==> src/sv/rep_pkg.sv <==
`timescale 1ns / 1ps

package rep_pkg;

   // Item command codes
   localparam logic [1:0] CMD_FRAME   = 2'd0;
   localparam logic [1:0] CMD_TIME    = 2'd1;
   localparam logic [1:0] CMD_REQUEST = 2'd2;

   // Motor action codes
   localparam logic [1:0] ACT_NONE  = 2'd0;
   localparam logic [1:0] ACT_START = 2'd1;
   localparam logic [1:0] ACT_STOP  = 2'd2;

   localparam int LVL_W  = 20;
   localparam int DUR_W  = 25;
   localparam int FC_W   = 32;
   localparam int PROD_W = 47;
   localparam int NUM_W  = 48;
   localparam int REM_W  = 29;
   localparam int Q_W    = 4;

   // One second / full level on the 2^19 scale, and 0.1 s rounded down
   localparam logic [LVL_W:0]   FULL_SCALE     = 21'd524288;
   localparam logic [DUR_W-1:0] NEAR_END_LIMIT = 25'd52428;

   typedef enum logic [3:0] {
      ST_IDLE,
      ST_EXEC,
      ST_DIFF,
      ST_CHECK,
      ST_DIVIDE,
      ST_PERIOD,
      ST_MODULO,
      ST_MODEND,
      ST_DONE
   } ctrl_state_type;

   typedef struct packed {
      logic       latch;
      logic       exec;
      logic       diff;
      logic       div_step;
      logic       mod_init;
      logic       mod_step;
      logic       commit;
      logic       on_value;
      logic [4:0] bit_idx;
   } rep_cmd_type;

   typedef struct packed {
      logic is_frame;
      logic rumble;
      logic env_done;
      logic num_pos;
      logic q_zero;
      logic mod_zero;
   } rep_stat_type;

endpackage

==> src/sv/rep_dp.sv <==
`timescale 1ns / 1ps

module rep_dp (
   input  logic                              clock,
   input  logic                              reset,
   input  rep_pkg::rep_cmd_type              cmd,
   input  logic                              motor_present,
   input  logic [1:0]                        req_command,
   input  logic [rep_pkg::LVL_W-1:0]         req_start_level,
   input  logic [rep_pkg::LVL_W-1:0]         req_end_level,
   input  logic [rep_pkg::DUR_W-1:0]         req_request_duration,
   input  logic [rep_pkg::DUR_W-1:0]         req_time_step,
   input  logic                              req_suppressed,
   output rep_pkg::rep_stat_type             stat,
   output logic [1:0]                        rsp_motor_action,
   output logic                              rsp_motor_on
);

   // Latched request
   logic [1:0]                cmd_ff;
   logic [rep_pkg::LVL_W-1:0] start_ff, end_ff;
   logic [rep_pkg::DUR_W-1:0] dur_ff, step_ff;
   logic                      supp_ff;

   // Envelope state
   logic [rep_pkg::DUR_W-1:0] env_dur_ff, env_elapsed_ff;
   logic [rep_pkg::LVL_W-1:0] env_start_ff, env_end_ff;
   logic [rep_pkg::FC_W-1:0]  frame_ff;
   logic                      rumble_ff;
   logic [1:0]                action_ff;

   // Arithmetic registers
   logic signed [rep_pkg::PROD_W-1:0] prod_a_ff, prod_b_ff;
   logic [rep_pkg::REM_W-1:0]         rem_ff;
   logic [rep_pkg::Q_W-1:0]           q_ff;
   logic [rep_pkg::Q_W-1:0]           period_ff;
   logic [rep_pkg::Q_W-1:0]           mrem_ff;
   logic                              num_pos_ff;

   logic signed [rep_pkg::LVL_W:0]    lvl_gap, lvl_slope;
   logic signed [rep_pkg::DUR_W:0]    dur_s, ela_s;
   logic signed [rep_pkg::PROD_W-1:0] prod_a, prod_b;
   logic signed [rep_pkg::NUM_W-1:0]  num;
   logic [rep_pkg::DUR_W:0]           ela_sum;
   logic [rep_pkg::DUR_W-1:0]         remaining;
   logic [rep_pkg::LVL_W:0]           new_sum, cur_sum;
   logic                              take_req;
   logic [rep_pkg::REM_W-1:0]         div_sub;
   logic [rep_pkg::Q_W:0]             mod_trial;

   assign lvl_gap   = signed'(rep_pkg::FULL_SCALE) - signed'({1'b0, env_start_ff});
   assign lvl_slope = signed'({1'b0, env_end_ff}) - signed'({1'b0, env_start_ff});
   assign dur_s     = signed'({1'b0, env_dur_ff});
   assign ela_s     = signed'({1'b0, env_elapsed_ff});
   assign prod_a    = lvl_gap * dur_s;
   assign prod_b    = lvl_slope * ela_s;
   assign num       = {prod_a_ff[rep_pkg::PROD_W-1], prod_a_ff}
                    - {prod_b_ff[rep_pkg::PROD_W-1], prod_b_ff};

   assign ela_sum   = {1'b0, env_elapsed_ff} + {1'b0, step_ff};
   assign remaining = (env_dur_ff >= env_elapsed_ff) ? env_dur_ff - env_elapsed_ff : '0;
   assign new_sum   = {1'b0, start_ff} + {1'b0, end_ff};
   assign cur_sum   = {1'b0, env_start_ff} + {1'b0, env_end_ff};
   assign take_req  = motor_present && (dur_ff != '0) && !supp_ff
                    && ((remaining <= rep_pkg::NEAR_END_LIMIT) || (new_sum >= cur_sum));

   assign div_sub   = {{(rep_pkg::REM_W-rep_pkg::DUR_W){1'b0}}, env_dur_ff} << cmd.bit_idx[1:0];
   assign mod_trial = {mrem_ff, frame_ff[cmd.bit_idx]};

   always_ff @(posedge clock) begin
      if (cmd.latch) begin
         cmd_ff   <= req_command;
         start_ff <= req_start_level;
         end_ff   <= req_end_level;
         dur_ff   <= req_request_duration;
         step_ff  <= req_time_step;
         supp_ff  <= req_suppressed;
      end
      if (cmd.exec) begin
         prod_a_ff <= prod_a;
         prod_b_ff <= prod_b;
      end
      if (cmd.diff) begin
         num_pos_ff <= !num[rep_pkg::NUM_W-1] && (num != '0);
         rem_ff     <= num[rep_pkg::REM_W+15:16];
         q_ff       <= '0;
      end
      if (cmd.div_step && (rem_ff >= div_sub)) begin
         rem_ff                  <= rem_ff - div_sub;
         q_ff[cmd.bit_idx[1:0]]  <= 1'b1;
      end
      if (cmd.mod_init) begin
         period_ff <= q_ff + 4'd1;
         mrem_ff   <= '0;
      end
      if (cmd.mod_step) begin
         if (mod_trial >= {1'b0, period_ff}) mrem_ff <= 4'(mod_trial - {1'b0, period_ff});
         else mrem_ff <= mod_trial[rep_pkg::Q_W-1:0];
      end
      if (cmd.commit) begin
         if (cmd.on_value == rumble_ff) action_ff <= rep_pkg::ACT_NONE;
         else if (cmd.on_value) action_ff <= rep_pkg::ACT_START;
         else action_ff <= rep_pkg::ACT_STOP;
      end
   end

   always_ff @(posedge clock) begin
      if (reset) begin
         env_dur_ff     <= '0;
         env_elapsed_ff <= '0;
         env_start_ff   <= '0;
         env_end_ff     <= '0;
         frame_ff       <= '0;
         rumble_ff      <= 1'b0;
      end else begin
         if (cmd.exec) begin
            case (cmd_ff)
               rep_pkg::CMD_FRAME: frame_ff <= frame_ff + 32'd1;
               rep_pkg::CMD_TIME: begin
                  if (motor_present) begin
                     if (ela_sum < {1'b0, env_dur_ff})
                        env_elapsed_ff <= ela_sum[rep_pkg::DUR_W-1:0];
                     else
                        env_elapsed_ff <= env_dur_ff;
                  end
               end
               rep_pkg::CMD_REQUEST: begin
                  if (take_req) begin
                     env_dur_ff     <= dur_ff;
                     env_elapsed_ff <= '0;
                     env_start_ff   <= start_ff;
                     env_end_ff     <= end_ff;
                  end
               end
               default: ;
            endcase
         end
         if (cmd.commit) rumble_ff <= cmd.on_value;
      end
   end

   always_comb begin
      stat.is_frame = (cmd_ff == rep_pkg::CMD_FRAME);
      stat.rumble   = rumble_ff;
      stat.env_done = (env_elapsed_ff == env_dur_ff);
      stat.num_pos  = num_pos_ff;
      stat.q_zero   = (q_ff == '0);
      stat.mod_zero = (mrem_ff == '0);
   end

   assign rsp_motor_action = action_ff;
   assign rsp_motor_on     = rumble_ff;

endmodule

==> config.mk <==
export PLATFORM = sky130hd
export DESIGN_NAME = rep_dp
export DESIGN_NICKNAME = d
export VERILOG_FILES = /design/src/sv/rep_pkg.sv /design/src/sv/rep_dp.sv
export SDC_FILE = /design/constraint.sdc
export NUM_CORES = 2
export LEC_CHECK = 0
export CAP_MARGIN = 20
export CORE_MARGIN = 2
export CORE_UTILIZATION = 50
export CTS_BUF_LIST = sky130_fd_sc_hd__clkbuf_4
export CTS_CLUSTER_DIAMETER = 100
export DETAILED_ROUTE_END_ITERATION = 6
export DONT_BUFFER_PORTS = 1
export GPL_ROUTABILITY_DRIVEN = 0
export GPL_TIMING_DRIVEN = 0
export SLEW_MARGIN = 5
export SYNTH_ARGS = -nofsm -noshare
export SYNTH_HDL_FRONTEND = slang
export SYNTH_SLANG_ARGS = --single-unit
==> constraint.sdc <==
create_clock -name clock -period 18.87 [get_ports clock]
set_input_delay 0.9435 -clock clock [delete_from_list [all_inputs] [get_ports clock]]
set_output_delay 0.9435 -clock clock [all_outputs]
set_load 0.01 [all_outputs]
* Word-level counts from Yosys, hierarchy flattened
Index checks and enable logic that the tools add are counted.
Storage, ports and cells: output and inout bits 9, word-level logic and storage cells 87, register bits after elaboration 354, input port bits 109
Operators by class: reduce and logical (&&, ||, !) cells 20, bitwise gates (word level) 1, multiply operators 2, shift-type cells 1, muxes and demuxes 17, equality and inequality tests 6, $lt $le $gt $ge 9, add/subtract/negate cells 11
Operators with widths (count):
- two-way mux 25 bit | 4
- multiplier 21 x 26 -> 47 bit | 2
- two-way mux 29 bit | 2
- case mux 25 bit (2 select lines) | 1
- nonzero test 48 bit | 1
- subtractor 47 x 47 -> 48 bit | 1
- adder 20 x 20 -> 21 bit | 2
- adder 32 x 1 -> 32 bit (second input constant) | 1
- greater-or-equal comparator 29 bit | 1
- << shifter 25 x 2 -> 29 bit | 1
- subtractor 29 bit | 1
- adder 25 x 25 -> 26 bit | 1
- less-than comparator 26 x 25 -> 1 bit | 1
- == test 25 bit | 1
- greater-or-equal comparator 25 bit | 1
- less-or-equal comparator 25 x 16 -> 1 bit (second input constant) | 1
- nonzero test 25 bit | 1
- subtractor 25 bit | 1
- greater-or-equal comparator 21 bit | 1
- subtractor 20 x 20 -> 21 bit | 1
- subtractor 20 x 20 -> 21 bit (first input constant) | 1
- two-way mux 4 bit | 5
- zero test 4 bit | 2
- logical AND 1 bit | 6
- 22 further kinds | 27

* Longest topological paths before layout
depth after elaboration 7, depth in mapped cells 45, mapped depth without buffers 43

* Least setup slack after synthesis
Ideal clock, no wire load.
kind flip-flop to flip-flop, from register env_start_ff[1] (netlist name), to register prod_b_ff[43] (netlist name) (data pin), slack 9342 ps, path buffers 2, stages on the path, launching flop included 40, setup time 260 ps, arrival time 9268 ps, cell sequence dfxtp_1 -> inv_1 -> fa_1 -> a21o_1 -> a21oi_1 -> o21ai_0 -> a21oi_1 -> o21bai_1 -> a21oi_1 -> o221ai_1 -> nor4_1 -> nor2_1 -> a21oi_1 -> xnor2_1 -> clkbuf_1 -> nand2_1 -> fa_1 -> inv_1 -> [4 not listed] -> fa_1 -> inv_1 -> fa_1 -> fa_1 -> inv_1 -> fa_1 -> ha_1 -> clkbuf_1 -> a21oi_1 -> o21bai_1 -> a2111o_1 -> a31o_2 -> a21o_1 -> a21oi_1 -> o22ai_1 -> a221o_1 -> a21oi_1 -> xnor2_1
Between the ends: longest elaborated chain between the ends 2
Ends and longest elaborated chain:
- start, declared | line rep_dp.sv:27 | logic [rep_pkg::LVL_W-1:0] env_start_ff, env_end_ff;
- start signal, assigned | line rep_dp.sv:131 | env_start_ff <= start_ff;
- subtractor 20 x 20 -> 21 bit | line rep_dp.sv:52 | assign lvl_slope = signed'({1'b0, env_end_ff}) - signed'({1'b0, env_start_ff});
- multiplier 21 x 26 -> 47 bit | line rep_dp.sv:56 | assign prod_b = lvl_slope * ela_s;
- net prod_b (one bit) | line rep_dp.sv:42 | logic signed [rep_pkg::PROD_W-1:0] prod_a, prod_b;
- end signal, assigned | line rep_dp.sv:81 | prod_b_ff <= prod_b;
- end, declared | line rep_dp.sv:33 | logic signed [rep_pkg::PROD_W-1:0] prod_a_ff, prod_b_ff;
The timed path passes the listed nets, and every way through them passes these cells. A chain may end at the register's enable or synchronous reset.

* Final worst setup path
Same ends and word-level chain as after synthesis.

==> flow_summary.yaml <==
critical_path:
  crit_fanout: 10
  worstSetupEndpointType: "flop"
  critical_path.most_common_cell: "sky130_fd_sc_hd__fa_1"
  timing.critical_path.slowest_stage_cell: "sky130_fd_sc_hd__clkbuf_1"
  cp_launch_type: "flop"
  timing.critical_path.arrival_ps: 12820
  cp_data_required_time_ps: 19650
  critPathMaxStageDelay_ps: 590
  kind_of_critical_path: "flop to flop"
placed_design:
  dp_hpwl_um: 151800
  numPlacedInstances: 7962
  place_area_mm2: 0.06068
  buffer_ports.inserted: 0
synth:
  netlist_top_cells_area: "sky130_fd_sc_hd__fa_1 30%, sky130_fd_sc_hd__ha_1 13%, sky130_fd_sc_hd__edfxtp_1 12%"
  post-synth-top-area-cell: "sky130_fd_sc_hd__fa_1"
  yosysWarningCount: 0
  synth.net_count: 8005
  post_synth_inst_count: 6410
  post_synth_instance_area_mm2: 0.05836
  synthesis.area_per_instance_um2: 9.104
  number_of_enable_flip_flop_cells_after_synthesis: 227
  yosys.area.top_type_share_pct: 30.12
  synth_sequential_area_ratio_pct: 16.04
  dominantRegCellSynth: "sky130_fd_sc_hd__edfxtp_1"
  postSynthRegisterBits: 354
  yosys.cell_types.count: 98
  proportion_of_register_bits_with_asynchronous_set_or_reset_after_synthesis_pct: 0
power:
  powerDensity_mw_per_mm2: 66.53
  total_power_mw: 4.203
  leakage_nw: 30.55
  irDropWorstVdd_uv: 74.07
clock_network:
  tritoncts: "done"
  numClockSinks: 354
  clkTransAtPathRegs_ps: 70
  numCtsBuffers: 104
  number_of_h_tree_levels: 3
  clock_tree.root_cell: "sky130_fd_sc_hd__clkbuf_4"
  clk_path_buf_depth: 3
  clkLatencyLatePin_ps: 1090
finish:
  multi_input_area_mm2: 0.04345
  design_area_mm2: 0.06318
  syn2layout_area_growth_pct: 8.261
  final.fill_count: 10914
  layout.core_utilization_pct: 54.44
  final_cell_count_no_fill: 8272
  most_frequent_cells_in_the_layout: "1,199 x sky130_fd_sc_hd__inv_1, 924 x sky130_fd_sc_hd__nand2_1, 878 x sky130_fd_sc_hd__fa_1, 608 x sky130_fd_sc_hd__ha_1, 279 x sky130_fd_sc_hd__nor2_1"
  final_common_cell: "sky130_fd_sc_hd__inv_1"
  design.final.nets: 8245
  area.sequential_mm2: 0.009359
  drive_gt1_share_pct: 4.823
floorplan:
  start_util_pct: 50.29
  die_x_extent_um: 345.6
  floorplan.rows: 125
  io-pin-count: 118
  floorplan.core_area_mm2: 0.1160
  dieArea_mm2: 0.1195
  floorplan.die.height_um: 345.6
global_route:
  wire_length_of_the_first_global_routing_pass_um: 278800
  grt-ovfl-total: 0
  largest_net_degree_at_the_start_of_global_routing: 94
  grt_usage_pct: 31.04
  initial_antenna_violation_count: 16
  vias_in_the_first_global_route: 46558
sta:
  timing.slew.headroom_pct: 18.40
  final_min_period_over_clock_period_pct: 63.76
  report.final.setup_viol: 0
  totalNegativeSetupSlack_ps: 0
  timing_max_transition_violations_final: 0
  max_slew.worst_pin.slew_ps: 1224
  timing_hold_violations_final: 0
  clock.fmax_mhz: 83.11
  rsz0062_at_grt: "no"
  final_period_minus_worst_setup_slack_ps: 12030
  fin_skew_ps: 113.8
routing:
  drc_markers: 0
  via_count: 45991
  detail_route.first_pass.iterations: 7
  drt_first_iter_violations: 3823
  wire_per_inst_um: 22.13
  sum_of_routed_wire_length_over_all_layers_um: 183100
  viasPerCell: 5.560
  ant_nets: 0
run:
  max_cap_violation_count: 0
worst_hold_path:
  worstHoldPathType: "input pin to flop"
run_status:
  run_status: "finished, final reports clean"
[metrics by stage]
stage | hold slack, ps | setup slack (ps)
after global routing | 122.7 | 6229
after global placement | 477.5 | 6724
after floorplan | 463.6 | 9342
after CTS | 33.74 | 6892
after detailed placement | 485.5 | 6972
final | 203.2 | 6838
[flip-flops by register name (all words and copies together) (netlist names)]
name	flops
step_ff	25
cmd_ff	2
mrem_ff	4
rsp_motor_action	2
rsp_motor_on	1
frame_ff	32
start_ff	20
prod_a_ff	47
env_dur_ff	25
env_elapsed_ff	25
dur_ff	25
period_ff	4
env_start_ff	20
rem_ff	29
env_end_ff	20
supp_ff	1
q_ff	4
end_ff	20
num_pos_ff	1
prod_b_ff	47
[synthesized netlist by cell type (15+ instances only)]
master / number
sky130_fd_sc_hd__nand4_1: 35
sky130_fd_sc_hd__nor3_1: 65
sky130_fd_sc_hd__a31oi_1: 30
sky130_fd_sc_hd__nand3_1: 74
sky130_fd_sc_hd__o21ai_0: 117
sky130_fd_sc_hd__nor2_1: 280
sky130_fd_sc_hd__mux2i_1: 124
sky130_fd_sc_hd__xnor2_1: 175
sky130_fd_sc_hd__nand2_1: 924
sky130_fd_sc_hd__dfxtp_1: 127
sky130_fd_sc_hd__ha_1: 608
sky130_fd_sc_hd__xor2_1: 88
sky130_fd_sc_hd__and2_1: 245
sky130_fd_sc_hd__buf_2: 16
sky130_fd_sc_hd__o21bai_1: 44
sky130_fd_sc_hd__inv_1: 1199
sky130_fd_sc_hd__o21a_1: 39
sky130_fd_sc_hd__mux4_2: 27
sky130_fd_sc_hd__and3_1: 37
sky130_fd_sc_hd__edfxtp_1: 227
sky130_fd_sc_hd__or3_1: 15
sky130_fd_sc_hd__a211oi_1: 29
sky130_fd_sc_hd__nand2b_1: 50
sky130_fd_sc_hd__nor4_1: 22
sky130_fd_sc_hd__a21oi_1: 238
sky130_fd_sc_hd__a21o_1: 118
sky130_fd_sc_hd__o211ai_1: 15
sky130_fd_sc_hd__clkbuf_1: 261
sky130_fd_sc_hd__fa_1: 878
sky130_fd_sc_hd__nor2b_1: 39
sky130_fd_sc_hd__o2bb2ai_1: 25
[area by class of cell]
| cell class | instances | share of cell area (%) |
|---|---|---|
| diodes | 9 | 0.03565 |
| plain buffers | 290 | 1.816 |
| multi-input cells | 4567 | 68.78 |
| well taps | 1524 | 3.018 |
| inverters | 1199 | 7.124 |
| repair buffers | 134 | 2.270 |
| clock inverters | 45 | 0.3644 |
| clock buffers | 150 | 1.782 |
| flip-flops and latches | 354 | 14.81 |
[cells by family after synthesis]
| kind of cell | count (synthesis) | share of synthesized area [%] |
|---|---|---|
| buffers and inverters | 1489 | 9.678 |
| DFF | 354 | 16.04 |
| adders and majority gates | 1486 | 43.16 |
| muxes | 165 | 3.439 |
| and+or+nand+nor | 1837 | 14.41 |
| AOI/OAI and AO/OA | 816 | 9.333 |
| xor gates and xnor gates | 263 | 3.947 |
[per-layer routing]
layer	vias up	GRT usage [%]	wire, um
li1	21029	-	-
met1	22822	42.42	77780
met2	1770	47.38	79360
met3	368	5.363	15030
met4	2	16.27	10870
met5	-	0	14
[power breakdown]
part / switching [mW] / internal (mW) / leakage (nW)
clock network: 0.405 / 0.373 / 0.800
registers: 0.0698 / 0.974 / 3.30
logic: 1.54 / 0.845 / 26.4
total: 2.01 / 2.19 / 30.5
[critical path: cells and delay by family, from the launching register on]
kind	cells	cell delay [ps]
AND/OR/NAND/NOR	3	610
flip-flops	1	460
adder cells (fa/ha/maj)	9	4170
AO/OA/AOI/OAI	17	4630
XOR/XNOR	2	400
buffers and inverters	9	1440
[final timing paths]
kind / slack (ps) / depth (start not counted) / to / startpoint
min: 200 / 2 / mrem_ff[3] / cmd[7]
min reg2reg: 490 / 2 / frame_ff[18] / frame_ff[18]
max: 6840 / 40 / prod_b_ff[43] / env_start_ff[1]
max reg2reg: 6840 / 40 / prod_b_ff[43] / env_start_ff[1]
[what timing repair did]
item	in CTS	in global routing
hold buffers	102	0
hold endpoints to repair	262	0
setup buffers	0	0
gates resized for setup	0	0
Note: power is estimated with default switching activity, not from simulation.
