File: config.mk
export PLATFORM = sky130hd
export DESIGN_NAME = rep_ctrl
export DESIGN_NICKNAME = d
export VERILOG_FILES = /design/src/sv/rep_pkg.sv /design/src/sv/rep_ctrl.sv
export SDC_FILE = /design/constraint.sdc
export NUM_CORES = 1
export LEC_CHECK = 0
export BUFFER_PORTS_ARGS = -buffer_cell sky130_fd_sc_hd__buf_4
export CAP_MARGIN = 40
export CELL_PAD_IN_SITES_DETAIL_PLACEMENT = 1
export CELL_PAD_IN_SITES_GLOBAL_PLACEMENT = 1
export CORE_MARGIN = 2
export CORE_UTILIZATION = 30
export DETAILED_ROUTE_END_ITERATION = 10
export PLACE_DENSITY_LB_ADDON = 0.1
export RECOVER_POWER = 100
export SYNTH_ARGS = -nofsm -noshare
export SYNTH_HDL_FRONTEND = slang
export SYNTH_SLANG_ARGS = --single-unit
File: constraint.sdc
create_clock -name clock -period 2.3 [get_ports clock]
set_input_delay 0.46 -clock clock [delete_from_list [all_inputs] [get_ports clock]]
set_output_delay 0.46 -clock clock [all_outputs]
set_load 0.02 [all_outputs]
File: src/sv/rep_pkg.sv
`timescale 1ns / 1ps

package rep_pkg;

   // Item command codes
   localparam logic [1:0] CMD_FRAME   = 2'd0;
   localparam logic [1:0] CMD_TIME    = 2'd1;
   localparam logic [1:0] CMD_REQUEST = 2'd2;

   // Motor action codes
   localparam logic [1:0] ACT_NONE  = 2'd0;
   localparam logic [1:0] ACT_START = 2'd1;
   localparam logic [1:0] ACT_STOP  = 2'd2;

   localparam int LVL_W  = 20;
   localparam int DUR_W  = 25;
   localparam int FC_W   = 32;
   localparam int PROD_W = 47;
   localparam int NUM_W  = 48;
   localparam int REM_W  = 29;
   localparam int Q_W    = 4;

   // One second / full level on the 2^19 scale, and 0.1 s rounded down
   localparam logic [LVL_W:0]   FULL_SCALE     = 21'd524288;
   localparam logic [DUR_W-1:0] NEAR_END_LIMIT = 25'd52428;

   typedef enum logic [3:0] {
      ST_IDLE,
      ST_EXEC,
      ST_DIFF,
      ST_CHECK,
      ST_DIVIDE,
      ST_PERIOD,
      ST_MODULO,
      ST_MODEND,
      ST_DONE
   } ctrl_state_type;

   typedef struct packed {
      logic       latch;
      logic       exec;
      logic       diff;
      logic       div_step;
      logic       mod_init;
      logic       mod_step;
      logic       commit;
      logic       on_value;
      logic [4:0] bit_idx;
   } rep_cmd_type;

   typedef struct packed {
      logic is_frame;
      logic rumble;
      logic env_done;
      logic num_pos;
      logic q_zero;
      logic mod_zero;
   } rep_stat_type;

endpackage

File: src/sv/rep_ctrl.sv
`timescale 1ns / 1ps

module rep_ctrl (
   input  logic                  clock,
   input  logic                  reset,
   input  logic                  req_accept,
   input  logic                  out_free,
   input  rep_pkg::rep_stat_type stat,
   output logic                  busy,
   output rep_pkg::rep_cmd_type  cmd
);

   rep_pkg::ctrl_state_type state_ff, state_in;
   logic [4:0]              cnt_ff, cnt_in;
   logic                    new_on_ff, new_on_in;

   always_ff @(posedge clock) begin
      if (reset) begin
         state_ff  <= rep_pkg::ST_IDLE;
         cnt_ff    <= '0;
         new_on_ff <= 1'b0;
      end else begin
         state_ff  <= state_in;
         cnt_ff    <= cnt_in;
         new_on_ff <= new_on_in;
      end
   end

   // Next state
   always_comb begin
      state_in  = state_ff;
      cnt_in    = cnt_ff;
      new_on_in = new_on_ff;
      case (state_ff)
         rep_pkg::ST_IDLE: begin
            if (req_accept) state_in = rep_pkg::ST_EXEC;
         end
         rep_pkg::ST_EXEC: begin
            if (stat.is_frame) begin
               state_in = rep_pkg::ST_DIFF;
            end else begin
               new_on_in = stat.rumble;
               state_in  = rep_pkg::ST_DONE;
            end
         end
         rep_pkg::ST_DIFF: state_in = rep_pkg::ST_CHECK;
         rep_pkg::ST_CHECK: begin
            if (stat.env_done) begin
               new_on_in = 1'b0;
               state_in  = rep_pkg::ST_DONE;
            end else if (!stat.num_pos) begin
               new_on_in = 1'b1;
               state_in  = rep_pkg::ST_DONE;
            end else begin
               cnt_in   = 5'd3;
               state_in = rep_pkg::ST_DIVIDE;
            end
         end
         rep_pkg::ST_DIVIDE: begin
            if (cnt_ff == 5'd0) state_in = rep_pkg::ST_PERIOD;
            else cnt_in = cnt_ff - 5'd1;
         end
         rep_pkg::ST_PERIOD: begin
            if (stat.q_zero) begin
               new_on_in = 1'b1;
               state_in  = rep_pkg::ST_DONE;
            end else begin
               cnt_in   = 5'd31;
               state_in = rep_pkg::ST_MODULO;
            end
         end
         rep_pkg::ST_MODULO: begin
            if (cnt_ff == 5'd0) state_in = rep_pkg::ST_MODEND;
            else cnt_in = cnt_ff - 5'd1;
         end
         rep_pkg::ST_MODEND: begin
            new_on_in = stat.mod_zero;
            state_in  = rep_pkg::ST_DONE;
         end
         rep_pkg::ST_DONE: begin
            if (out_free) state_in = rep_pkg::ST_IDLE;
         end
         default: state_in = rep_pkg::ST_IDLE;
      endcase
   end

   // Command outputs
   always_comb begin
      cmd          = '0;
      cmd.bit_idx  = cnt_ff;
      cmd.on_value = new_on_ff;
      busy         = (state_ff != rep_pkg::ST_IDLE);
      case (state_ff)
         rep_pkg::ST_IDLE:   cmd.latch    = req_accept;
         rep_pkg::ST_EXEC:   cmd.exec     = 1'b1;
         rep_pkg::ST_DIFF:   cmd.diff     = 1'b1;
         rep_pkg::ST_DIVIDE: cmd.div_step = 1'b1;
         rep_pkg::ST_PERIOD: cmd.mod_init = !stat.q_zero;
         rep_pkg::ST_MODULO: cmd.mod_step = 1'b1;
         rep_pkg::ST_DONE:   cmd.commit   = out_free;
         default: ;
      endcase
   end

endmodule

-- Word-level counts from Yosys, hierarchy flattened
Cells that the tools add are included.
- muxes and demuxes: 26
- reductions and logical operators: 10
- eq/ne operators: 19
- add/sub/neg operators: 1
- operators with widths (operator ; count):
    $pmux W4 S9 ; 1
    $mux W4 ; 8
    $mux W5 ; 4
    $ne A2 B2 Y1 const B ; 10
    $eq A4 B3 Y1 const B ; 4
    $pmux W5 S3 ; 1
    $mux W1 ; 11
    $eq A4 B2 Y1 const B ; 2
    $reduce_and A4 Y1 ; 2
    $reduce_bool A4 Y1 ; 2
    $logic_not A5 Y1 ; 1
    $reduce_and A5 Y1 ; 1
    $sub A5 B1 Y5 const B ; 1
    $eq A4 B1 Y1 const B ; 1
    $eq A4 B4 Y1 const B ; 1
    $logic_not A4 Y1 ; 1
    $pmux W1 S4 ; 1
    $ne A3 B3 Y1 const B ; 1
    $reduce_bool A3 Y1 ; 1
    $reduce_or A2 Y1 ; 1
    $logic_not A1 Y1 ; 1
- flip-flop bits (word level): 10
- output and inout bits: 14
- bits of input ports: 10
- logic and storage cells: 59

-- Depth between registers and ports, before layout
Gate-level depths: netlist (run 1).
- word-level depth: 4
- depth in mapped cells: 6
- gate-level depth less buffers: 6

-- Least setup slack after synthesis (run 1)
No wires, ideal clock.
- path type: reg2reg
- from: register cnt_ff[1]
- to: register cnt_ff[2]
- slack: 0.538 ns
- library setup time: 0.133 ns
- data arrival time: 1.629 ns
- period minus slack after synthesis: 1.762 ns
- cell stages (with the launch flop): 7
- data required time: 2.167 ns
- buffers on the path: 0
- path through: dfxtp_1 inv_1 ha_1 or4b_4 a211o_1 nand2_1 o32ai_1
- word-level cells in the longest chain between the ends: 3
- elaborated cells between the ends (all ways): 6
- classes of those cells: add/sub (1); eq/ne (1); mux (2); reduce/logical (2)
- RTL lines (element ; line ; source):
    start: declaration ; rep_ctrl.sv:14 ; logic [4:0] cnt_ff, cnt_in;
    start signal: assignment ; rep_ctrl.sv:24 ; cnt_ff <= cnt_in;
    $sub A5 B1 Y5 / $logic_not A5 Y1 (equally long branches) ; - ;
    $mux W5 / $ne A2 B2 Y1 (equally long branches) ; - ;
    $pmux W5 S3 / $reduce_and A5 Y1 (equally long branches) ; - ;
Parallel ways exist; a longest one is shown, timed or not. The select of a mux whose other input is x is not followed.
A chain may end at the register's enable or synchronous reset.

==> impl_metrics.json, run 1 <==
{
  "status": "completed",
  "die_h_um": 53.4,
  "tritoncts": "done",
  "detailed_place_hpwl_um": 1530,
  "gp_congestion": 0.807,
  "grt_use_total_pct": 17.3,
  "final_area_um2": 875,
  "clk_pin_slew_ns": 0.06,
  "period_needed_ns": 2.01,
  "crit_arrival_ns": 1.55,
  "rrSetupSlack_ns": 0.35,
  "p_sw_mw": 0.110,
  "clock_path_buffers": 2,
  "post_dp_cell_area_um2": 917,
  "routed-via-count": 754,
  "min_path_type": "input port to flip-flop",
  "crit_fanout": 12,
  "num_rows": 17,
  "layout.nets": 126,
  "synth_seq_cells": 10,
  "syn-mean-instance-area_um2": 7.94,
  "worstMarginPinSlew_ns": 0.427,
  "p_leak_nw": 0.327,
  "drtIter0Drc": 10,
  "layout.cells.non_filler": 141,
  "yosysUniqueCellTypes": 37,
  "synth-warning-count": 0,
  "grt_pass1_vias": 753,
  "dr.pass1.iters": 4,
  "synthCells": 92,
  "r2r_cells": 6,
  "p_sw_share_pct": 28.8,
  "drc": 0,
  "holdWs_ns": 0.461,
  "slew_headroom_pct": 71.4,
  "slew_viol_final": 0,
  "wire_per_inst_um": 14.4,
  "syn-num-nets": 103,
  "whs_endpoint": "cnt_ff[1]",
  "grt_start_max_net_pins": 13,
  "p_clk_share_pct": 31.2,
  "final_core_util_pct": 38.8,
  "cts_root_buffer": "clkbuf_4",
  "grt_pass1_wl_um": 3570,
  "cts_resized": 0,
  "async_flop_share_pct": 0,
  "finClkSkew_ns": 0.00370,
  "fp.dieW_um": 53.4,
  "path_class": "flip-flop to output port",
  "maxCapViolCount": 0,
  "p_per_area_mw_per_mm2": 434,
  "post_cts_buffers": 0,
  "dieArea_mm2": 0.00285,
  "start_util_pct": 32.4,
  "worstHoldPathCells": 2,
  "n_fill_cell": 313,
  "fin_crit_sh_pct": 87.5,
  "ios": 24,
  "cts_inserted_buffers": 3,
  "min_from": "reset",
  "internal-power_mw": 0.270,
  "cts_hold_buf": 0,
  "timing.rr.end": "cnt_ff[1]",
  "setup_ws_ns": 0.287,
  "finalPower_mw": 0.380,
  "cp-start-kind": "flip-flop",
  "cp-end-kind": "output port",
  "fmax_mhz": 497,
  "core_mm2": 0.00225,
  "h-tree-depth": 1,
  "postRouteWirelength_um": 2040,
  "overflow": 0,
  "dp.cells": 138,
  "area_growth_pct": 19.7,
  "rsz0062_at_grt": "no",
  "viasPerCell": 5.35,
  "clock_latency_ns": 0.26,
  "clock_sinks": 10,
  "fin_tns_setup_ns": 0,
  "reg2reg_from": "cnt_ff[1]",
  "ir_drop_uv": 304,
  "combPwrFrac_pct": 18.9,
  "hold_viol_final": 0,
  "antenna_found_initial": 0,
  "antenna_left": 0,
  "drive_above_1_share_pct": 15.9,
  "io_buffers": 23,
  "netlist_area_um2": 731,
  "setup_viol": 0,
  "p_seq_share_pct": 49.9,
  "dp_slack_ns": 0.454,
  "synthFlopType": "dfxtp_1",
  "synth_edf_count": 0,
  "diodes": 0,
  "worstPathRequired_ns": 1.84,
  "yosysSeqAreaShare_pct": 27.4
}
==> synthesized netlist by cell type (all sizes together), types with 3 or more instances <==
master / instances / area share, %
buf: 4 / 2.9
nand2b: 9 / 7.7
nor2: 11 / 5.7
nand3b: 3 / 3.1
nand2: 4 / 2.1
a21oi: 4 / 2.7
nor3: 8 / 6.2
dfxtp: 10 / 27
inv: 6 / 3.1
a211oi: 4 / 6.5
==> cells in the final DEF, fill, tap and decap left out, types with 4 or more instances in the layout <==
master     n
a21oi_1    4
clkbuf_1  13
dfxtp_1   10
nand2_1    4
buf_4     11
nand2b_1   9
inv_1      6
nor2_1    11
nor3_1     8
==> per-layer routing <==
metal  track usage (%)  vias to the layer above  wire length [um]
li1                  -                      374                 -
met1              24.1                      358              1020
met2              25.3                       20               906
met3              5.93                        2               101
met4              4.27                        0                 9
met5                 0                        -                 0
==> state kept, by name (all words and copies together) (netlist names) <==
signal and flops:
cnt_ff 5, new_on_ff 1, state_ff 4
==> worst max-delay path, stage by stage (launching register included) <==
cell	delay, ns
dfxtp_1	0.53
and4bb_1	0.41
nand2b_1	0.15
inv_1	0.08
buf_4	0.13
==> worst max path at each step <==
| stage | start | endpoint | slack, ns | cells past startpoint |
|---|---|---|---|---|
| final | state_ff[0] | cmd[8] | 0.29 | 4 |
| after global routing | state_ff[2] | cmd[6] | 0.14 | 4 |
| after CTS | state_ff[0] | cmd[8] | 0.30 | 4 |
| after detailed placement | cnt_ff[1] | cnt_ff[1] | 0.45 | 6 |
| after global placement | cnt_ff[0] | cnt_ff[1] | 0.46 | 6 |
| after floorplan | cnt_ff[1] | cnt_ff[2] | 0.54 | 6 |
==> cells by family (layout without fill, tap and decap cells) <==
group	Yosys count	count (layout)	share of synthesized area, %
AND/OR/NAND/NOR	49	49	41.3
buffers and inverters	12	33	7.02
AO/OA/AOI/OAI	19	19	21.2
adder cells (fa/ha/maj)	1	1	1.71
flip-flops	10	10	27.4
multiplexers	1	1	1.37
==> power groups by stage <==
stage / clock network [mW] / registers (mW) / logic (mW)
2_1_floorplan: 0 / 0.186 / 0.0543
3_3_place_gp: 0 / 0.193 / 0.0813
3_5_place_dp: 0 / 0.193 / 0.0813
4_1_cts: 0.126 / 0.189 / 0.0820
5_1_grt: 0.131 / 0.191 / 0.0798
6_report: 0.118 / 0.190 / 0.0719
==> area by class of cell <==
type,instances,area [um2],area share (%)
sequential,10,200,22.9
multi-input combinational,70,463,52.9
clock buffer,3,22.5,2.58
timing repair buffer,24,131,15.0
tap,28,35.0,4.01
inverter,6,22.5,2.58
(Power assumes the default switching activity.)
==> inputs of run 2 (changes only) <==
Settings changed: BUFFER_PORTS_ARGS -buffer_cell sky130_fd_sc_hd__buf_4 to -buffer_cell sky130_fd_sc_hd__buf_2.
Clock period 2.3 ns to 2.5 ns, I/O delays scaled along.
==> impl_metrics.json, run 2 (synthesized netlist as in run 1, its figures left out) <==
{
  "slew_viol_final": 0,
  "cts_resized": 0,
  "area_growth_pct": 16.4,
  "p_sw_mw": 0.107,
  "p_seq_share_pct": 45.3,
  "cp_slowest_stage_delay_ns": 0.61,
  "hold_viol_final": 0,
  "setup_viol": 0,
  "drive_above_1_share_pct": 15.0,
  "overflow": 0,
  "final_cell_mix": "13 x clkbuf_1, 11 x nor2_1, 10 x dfxtp_1, 10 x buf_2, 9 x nand2b_1",
  "dp_slack_ns": 0.633,
  "drtIter0Drc": 11,
  "ios": 24,
  "h-tree-depth": 1,
  "worstHoldPathCells": 2,
  "r2r_cells": 6,
  "cp-end-kind": "output port",
  "diodes": 0,
  "tritoncts": "done",
  "cts_hold_buf": 0,
  "final_core_util_pct": 37.7,
  "dieArea_mm2": 0.00285,
  "final_common_cell": "clkbuf_1",
  "period_needed_ns": 2.24,
  "crit_arrival_ns": 1.74,
  "combPwrFrac_pct": 15.8,
  "cp-start-kind": "flip-flop",
  "min_path_type": "flip-flop to flip-flop",
  "fmax_mhz": 447,
  "antenna_found_initial": 0,
  "grt_use_total_pct": 15.0,
  "min_from": "new_on_ff",
  "p_clk_share_pct": 38.9,
  "ir_drop_uv": 257,
  "io_buffers": 23,
  "fin_crit_sh_pct": 89.6,
  "slew_headroom_pct": 55.3,
  "setup_ws_ns": 0.261,
  "largest_reg_flops": 5,
  "rrSetupSlack_ns": 0.47,
  "crit_fanout": 15,
  "start_util_pct": 32.4,
  "clk_pin_slew_ns": 0.07,
  "drc": 0,
  "grtUsageMet1_pct": 21.9,
  "internal-power_mw": 0.277,
  "rsz0062_at_grt": "no",
  "viasPerCell": 5.14,
  "worstPathRequired_ns": 2.00,
  "crit_chain": "and4bb_1 > nand2b_1 > inv_1 > clkbuf_1",
  "post_cts_buffers": 0,
  "status": "completed",
  "routed-via-count": 725,
  "core_mm2": 0.00225,
  "dr.pass1.iters": 4,
  "reg2reg_from": "cnt_ff[0]",
  "cts_inserted_buffers": 3,
  "worstMarginPinSlew_ns": 0.670,
  "wire_per_inst_um": 13.7,
  "met3_usage_pct": 5.08,
  "busiest_layer": "met1",
  "layout.nets": 125,
  "fp.dieW_um": 53.4,
  "p_per_area_mw_per_mm2": 451,
  "antenna_left": 0,
  "num_rows": 17,
  "timing.rr.end": "cnt_ff[1]",
  "largest-register": "cnt_ff",
  "top_regs": "cnt_ff x5, state_ff x4, new_on_ff x1",
  "clock_path_buffers": 2,
  "path_class": "flip-flop to output port",
  "grt_pass1_wl_um": 3090,
  "p_leak_nw": 0.316,
  "finClkSkew_ns": 0.00415,
  "whs_endpoint": "new_on_ff",
  "fin_tns_setup_ns": 0,
  "postRouteWirelength_um": 1930,
  "grtUsageMet2_pct": 21.2,
  "gp_congestion": 0.708,
  "grt_start_max_net_pins": 16,
  "clock_sinks": 10,
  "grt_pass1_vias": 658,
  "p_sw_share_pct": 27.8,
  "detailed_place_hpwl_um": 1500,
  "cts_root_buffer": "clkbuf_4",
  "cpMaxStageDelayCell": "dfxtp_1",
  "clock_latency_ns": 0.27,
  "maxCapViolCount": 0,
  "die_h_um": 53.4
}
## run 2: cell count changes in the layout (fill, tap and decap cells not counted), sizes merged
cell | previous run | this run
buf | 11 | 10
clkbuf | 16 | 17
## run 2: metrics by stage
| step | hold slack [ns] | area, um2 | cells | total power, mW |
|---|---|---|---|---|
| after detailed placement | 0.477 | 852 | 137 | 0.243 |
| after global routing | 0.512 | 851 | 141 | 0.407 |
| after CTS | 0.492 | 888 | 141 | 0.395 |
| final | 0.486 | 851 | 141 | 0.384 |
| after floorplan | 0.460 | 731 | 92 | 0.221 |
| after global placement | 0.475 | 852 | 137 | 0.242 |
## run 2: how the worst max path moves through the flow
stage	from	to	slack (ns)	cells after the start
final	state_ff[2]	cmd[8]	0.26	4
after global routing	state_ff[2]	cmd[8]	0.11	4
after CTS	state_ff[2]	cmd[8]	0.32	4
after detailed placement	state_ff[2]	cmd[8]	0.63	4
after global placement	state_ff[2]	cmd[8]	0.62	4
after floorplan	cnt_ff[1]	cnt_ff[2]	0.74	6
## run 2: critical path: cells and delay by family (launching register included)
family | cells | cell delay (ns)
DFF | 1 | 0.61
and+or+nand+nor | 2 | 0.57
buffers and inverters | 2 | 0.29
## run 2: power groups by stage
stage                     clock network [mW]  registers, mW  logic, mW
final                                  0.149          0.174     0.0608
after global routing                   0.164          0.176     0.0671
after CTS                              0.155          0.174     0.0652
after detailed placement                   0          0.178     0.0649
after global placement                     0          0.178     0.0642
after floorplan                            0          0.171     0.0499
## run 2: area by class of cell
cell class,instances,area (um2)
sequential,10,200
tap,28,35.0
timing repair buffer,23,98.8
fill,311,1400
clock buffer,4,36.3
multi-input combinational,70,458
inverter,6,22.5
## run 2: per-layer routing
layer | part of all wire (%) | vias up
met2 | 41 | 15
met4 | 0.73 | 0
met5 | 0 | -
met3 | 4.7 | 2
met1 | 53 | 333
li1 | - | 375
==> inputs of run 3 (changes only) <==
--- a/config.mk
+++ b/config.mk
@@ -14,2 +14,3 @@
 export DETAILED_ROUTE_END_ITERATION = 10
+export HOLD_SLACK_MARGIN = 0.06
 export PLACE_DENSITY_LB_ADDON = 0.1
==> constraint.sdc (replaced) <==
create_clock -name clock -period 2.5 [get_ports clock]
set_input_delay 0.25 -clock clock [delete_from_list [all_inputs] [get_ports clock]]
set_output_delay 0.25 -clock clock [all_outputs]
set_load 0.02 [all_outputs]
==> impl_metrics.json, run 3 (synthesized netlist as in run 1, its figures left out) <==
{
  "multi_input_area_um2": 470,
  "maxCapViolCount": 0,
  "internal-power_mw": 0.245,
  "p_leak_nw": 0.315,
  "cp-start-kind": "flip-flop",
  "core_mm2": 0.00225,
  "die_h_um": 53.4,
  "finalPower_mw": 0.345,
  "cts_inserted_buffers": 3,
  "r2r_cells": 6,
  "tritoncts": "done",
  "whs_endpoint": "cnt_ff[4]",
  "min_from": "reset",
  "layout.nets": 125,
  "fmax_mhz": 493,
  "top_regs": "cnt_ff x5, state_ff x4, new_on_ff x1",
  "reg2reg_from": "cnt_ff[1]",
  "path_class": "flip-flop to flip-flop",
  "rrSetupSlack_ns": 0.47,
  "area_growth_pct": 16.3,
  "clock_path_buffers": 2,
  "setup_viol": 0,
  "slew_headroom_pct": 69.3,
  "slew_viol_final": 0,
  "largest_reg_flops": 5,
  "min_path_type": "input port to flip-flop",
  "gp_congestion": 0.752,
  "start_util_pct": 32.4,
  "cp_slowest_stage_delay_ns": 0.54,
  "crit_arrival_ns": 2.18,
  "grt_pass1_wl_um": 3550,
  "antenna_found_initial": 0,
  "post_cts_buffers": 0,
  "fp.dieW_um": 53.4,
  "drtIter0Drc": 10,
  "io_buffers": 23,
  "clk_pin_slew_ns": 0.06,
  "grt_use_total_pct": 17.2,
  "p_sw_share_pct": 29.1,
  "ios": 24,
  "drive_above_1_share_pct": 15.2,
  "detailed_place_hpwl_um": 1580,
  "routed-via-count": 735,
  "cts_hold_buf": 0,
  "fin_crit_sh_pct": 81.1,
  "status": "completed",
  "timing.rr.end": "cnt_ff[1]",
  "overflow": 0,
  "final_common_cell": "clkbuf_1",
  "finClkSkew_ns": 0.00212,
  "p_seq_share_pct": 50.6,
  "postRouteWirelength_um": 2080,
  "h-tree-depth": 1,
  "final_cell_mix": "13 x clkbuf_1, 11 x nor2_1, 10 x dfxtp_1, 10 x buf_2, 9 x nand2b_1",
  "antenna_left": 0,
  "largest-register": "cnt_ff",
  "layout.cells.non_filler": 140,
  "dr.pass1.iters": 4,
  "grt_pass1_vias": 708,
  "period_needed_ns": 2.03,
  "crit_fanout": 4,
  "dieArea_mm2": 0.00285,
  "dp.cells": 137,
  "worstPathRequired_ns": 2.66,
  "viasPerCell": 5.25,
  "p_sw_mw": 0.100,
  "cp-end-kind": "flip-flop",
  "worstHoldPathCells": 2,
  "p_per_area_mw_per_mm2": 406,
  "diodes": 0,
  "cts_root_buffer": "clkbuf_4",
  "drc": 0,
  "clock_sinks": 10,
  "hold_viol_final": 0,
  "path_buf_inv": 1,
  "fin_tns_setup_ns": 0,
  "cp_top_family": "compound AO/OA/AOI/OAI gates",
  "cts_resized": 0,
  "worstMarginPinSlew_ns": 0.459,
  "n_fill_cell": 309,
  "wire_per_inst_um": 14.8,
  "clock_latency_ns": 0.26,
  "num_rows": 17,
  "combPwrFrac_pct": 18.1,
  "rsz0062_at_grt": "no",
  "grt_start_max_net_pins": 16,
  "cpMaxStageDelayCell": "or4b_1",
  "crit_chain": "inv_1 > ha_1 > or4b_1 > a211oi_4 > nor3_2 > a211oi_1",
  "ir_drop_uv": 366,
  "regArea_um2": 200,
  "p_clk_share_pct": 31.2
}
==> run 3: cell count changes in the layout (fill, tap and decap cells not counted), sizes merged <==
cell	delta
clkbuf	-1
==> run 3: area by class of cell <==
| class | instances | share of cell area (%) |
|---|---|---|
| clock buffers | 3 | 2.65 |
| inverters | 6 | 2.65 |
| flip-flops and latches | 10 | 23.6 |
| well taps | 28 | 4.12 |
| repair buffers | 23 | 11.6 |
| multi-input cells | 70 | 55.4 |
==> run 3: stage by stage <==
step / util, % / setup slack (ns) / instance area (um2) / hold slack, ns
2_1_floorplan: - / 0.738 / 731 / 0.406
3_3_place_gp: 37.8 / 0.648 / 852 / 0.500
3_5_place_dp: 37.8 / 0.590 / 852 / 0.494
4_1_cts: 38.8 / 0.561 / 875 / 0.308
5_1_grt: 37.7 / 0.292 / 850 / 0.316
6_report: 37.7 / 0.473 / 850 / 0.313
==> run 3: worst max path at each step <==
| stage | start | endpoint | cells after the start |
|---|---|---|---|
| CTS | cnt_ff[1] | cnt_ff[1] | 6 |
| detailed placement | cnt_ff[1] | cnt_ff[1] | 6 |
| floorplan | cnt_ff[1] | cnt_ff[2] | 6 |
| global route | cnt_ff[0] | cnt_ff[1] | 6 |
| finish | cnt_ff[1] | cnt_ff[1] | 6 |
| global placement | cnt_ff[0] | cnt_ff[1] | 6 |
==> run 3: per-layer routing <==
layer / track usage, % / up-vias / part of all wire (%)
met1: 24.0 / 347 / 50
met3: 5.08 / 2 / 4.6
li1: - / 371 / -
met2: 26.1 / 15 / 45
met4: 2.56 / 0 / 0.48
met5: 0 / - / 0
==> run 3: power groups by stage <==
stage | clock, mW | sequential [mW] | combinational [mW]
after floorplan | 0 | 0.171 | 0.0499
after global placement | 0 | 0.178 | 0.0651
after detailed placement | 0 | 0.178 | 0.0660
after CTS | 0.111 | 0.175 | 0.0664
after global routing | 0.122 | 0.177 | 0.0684
final | 0.108 | 0.175 | 0.0626
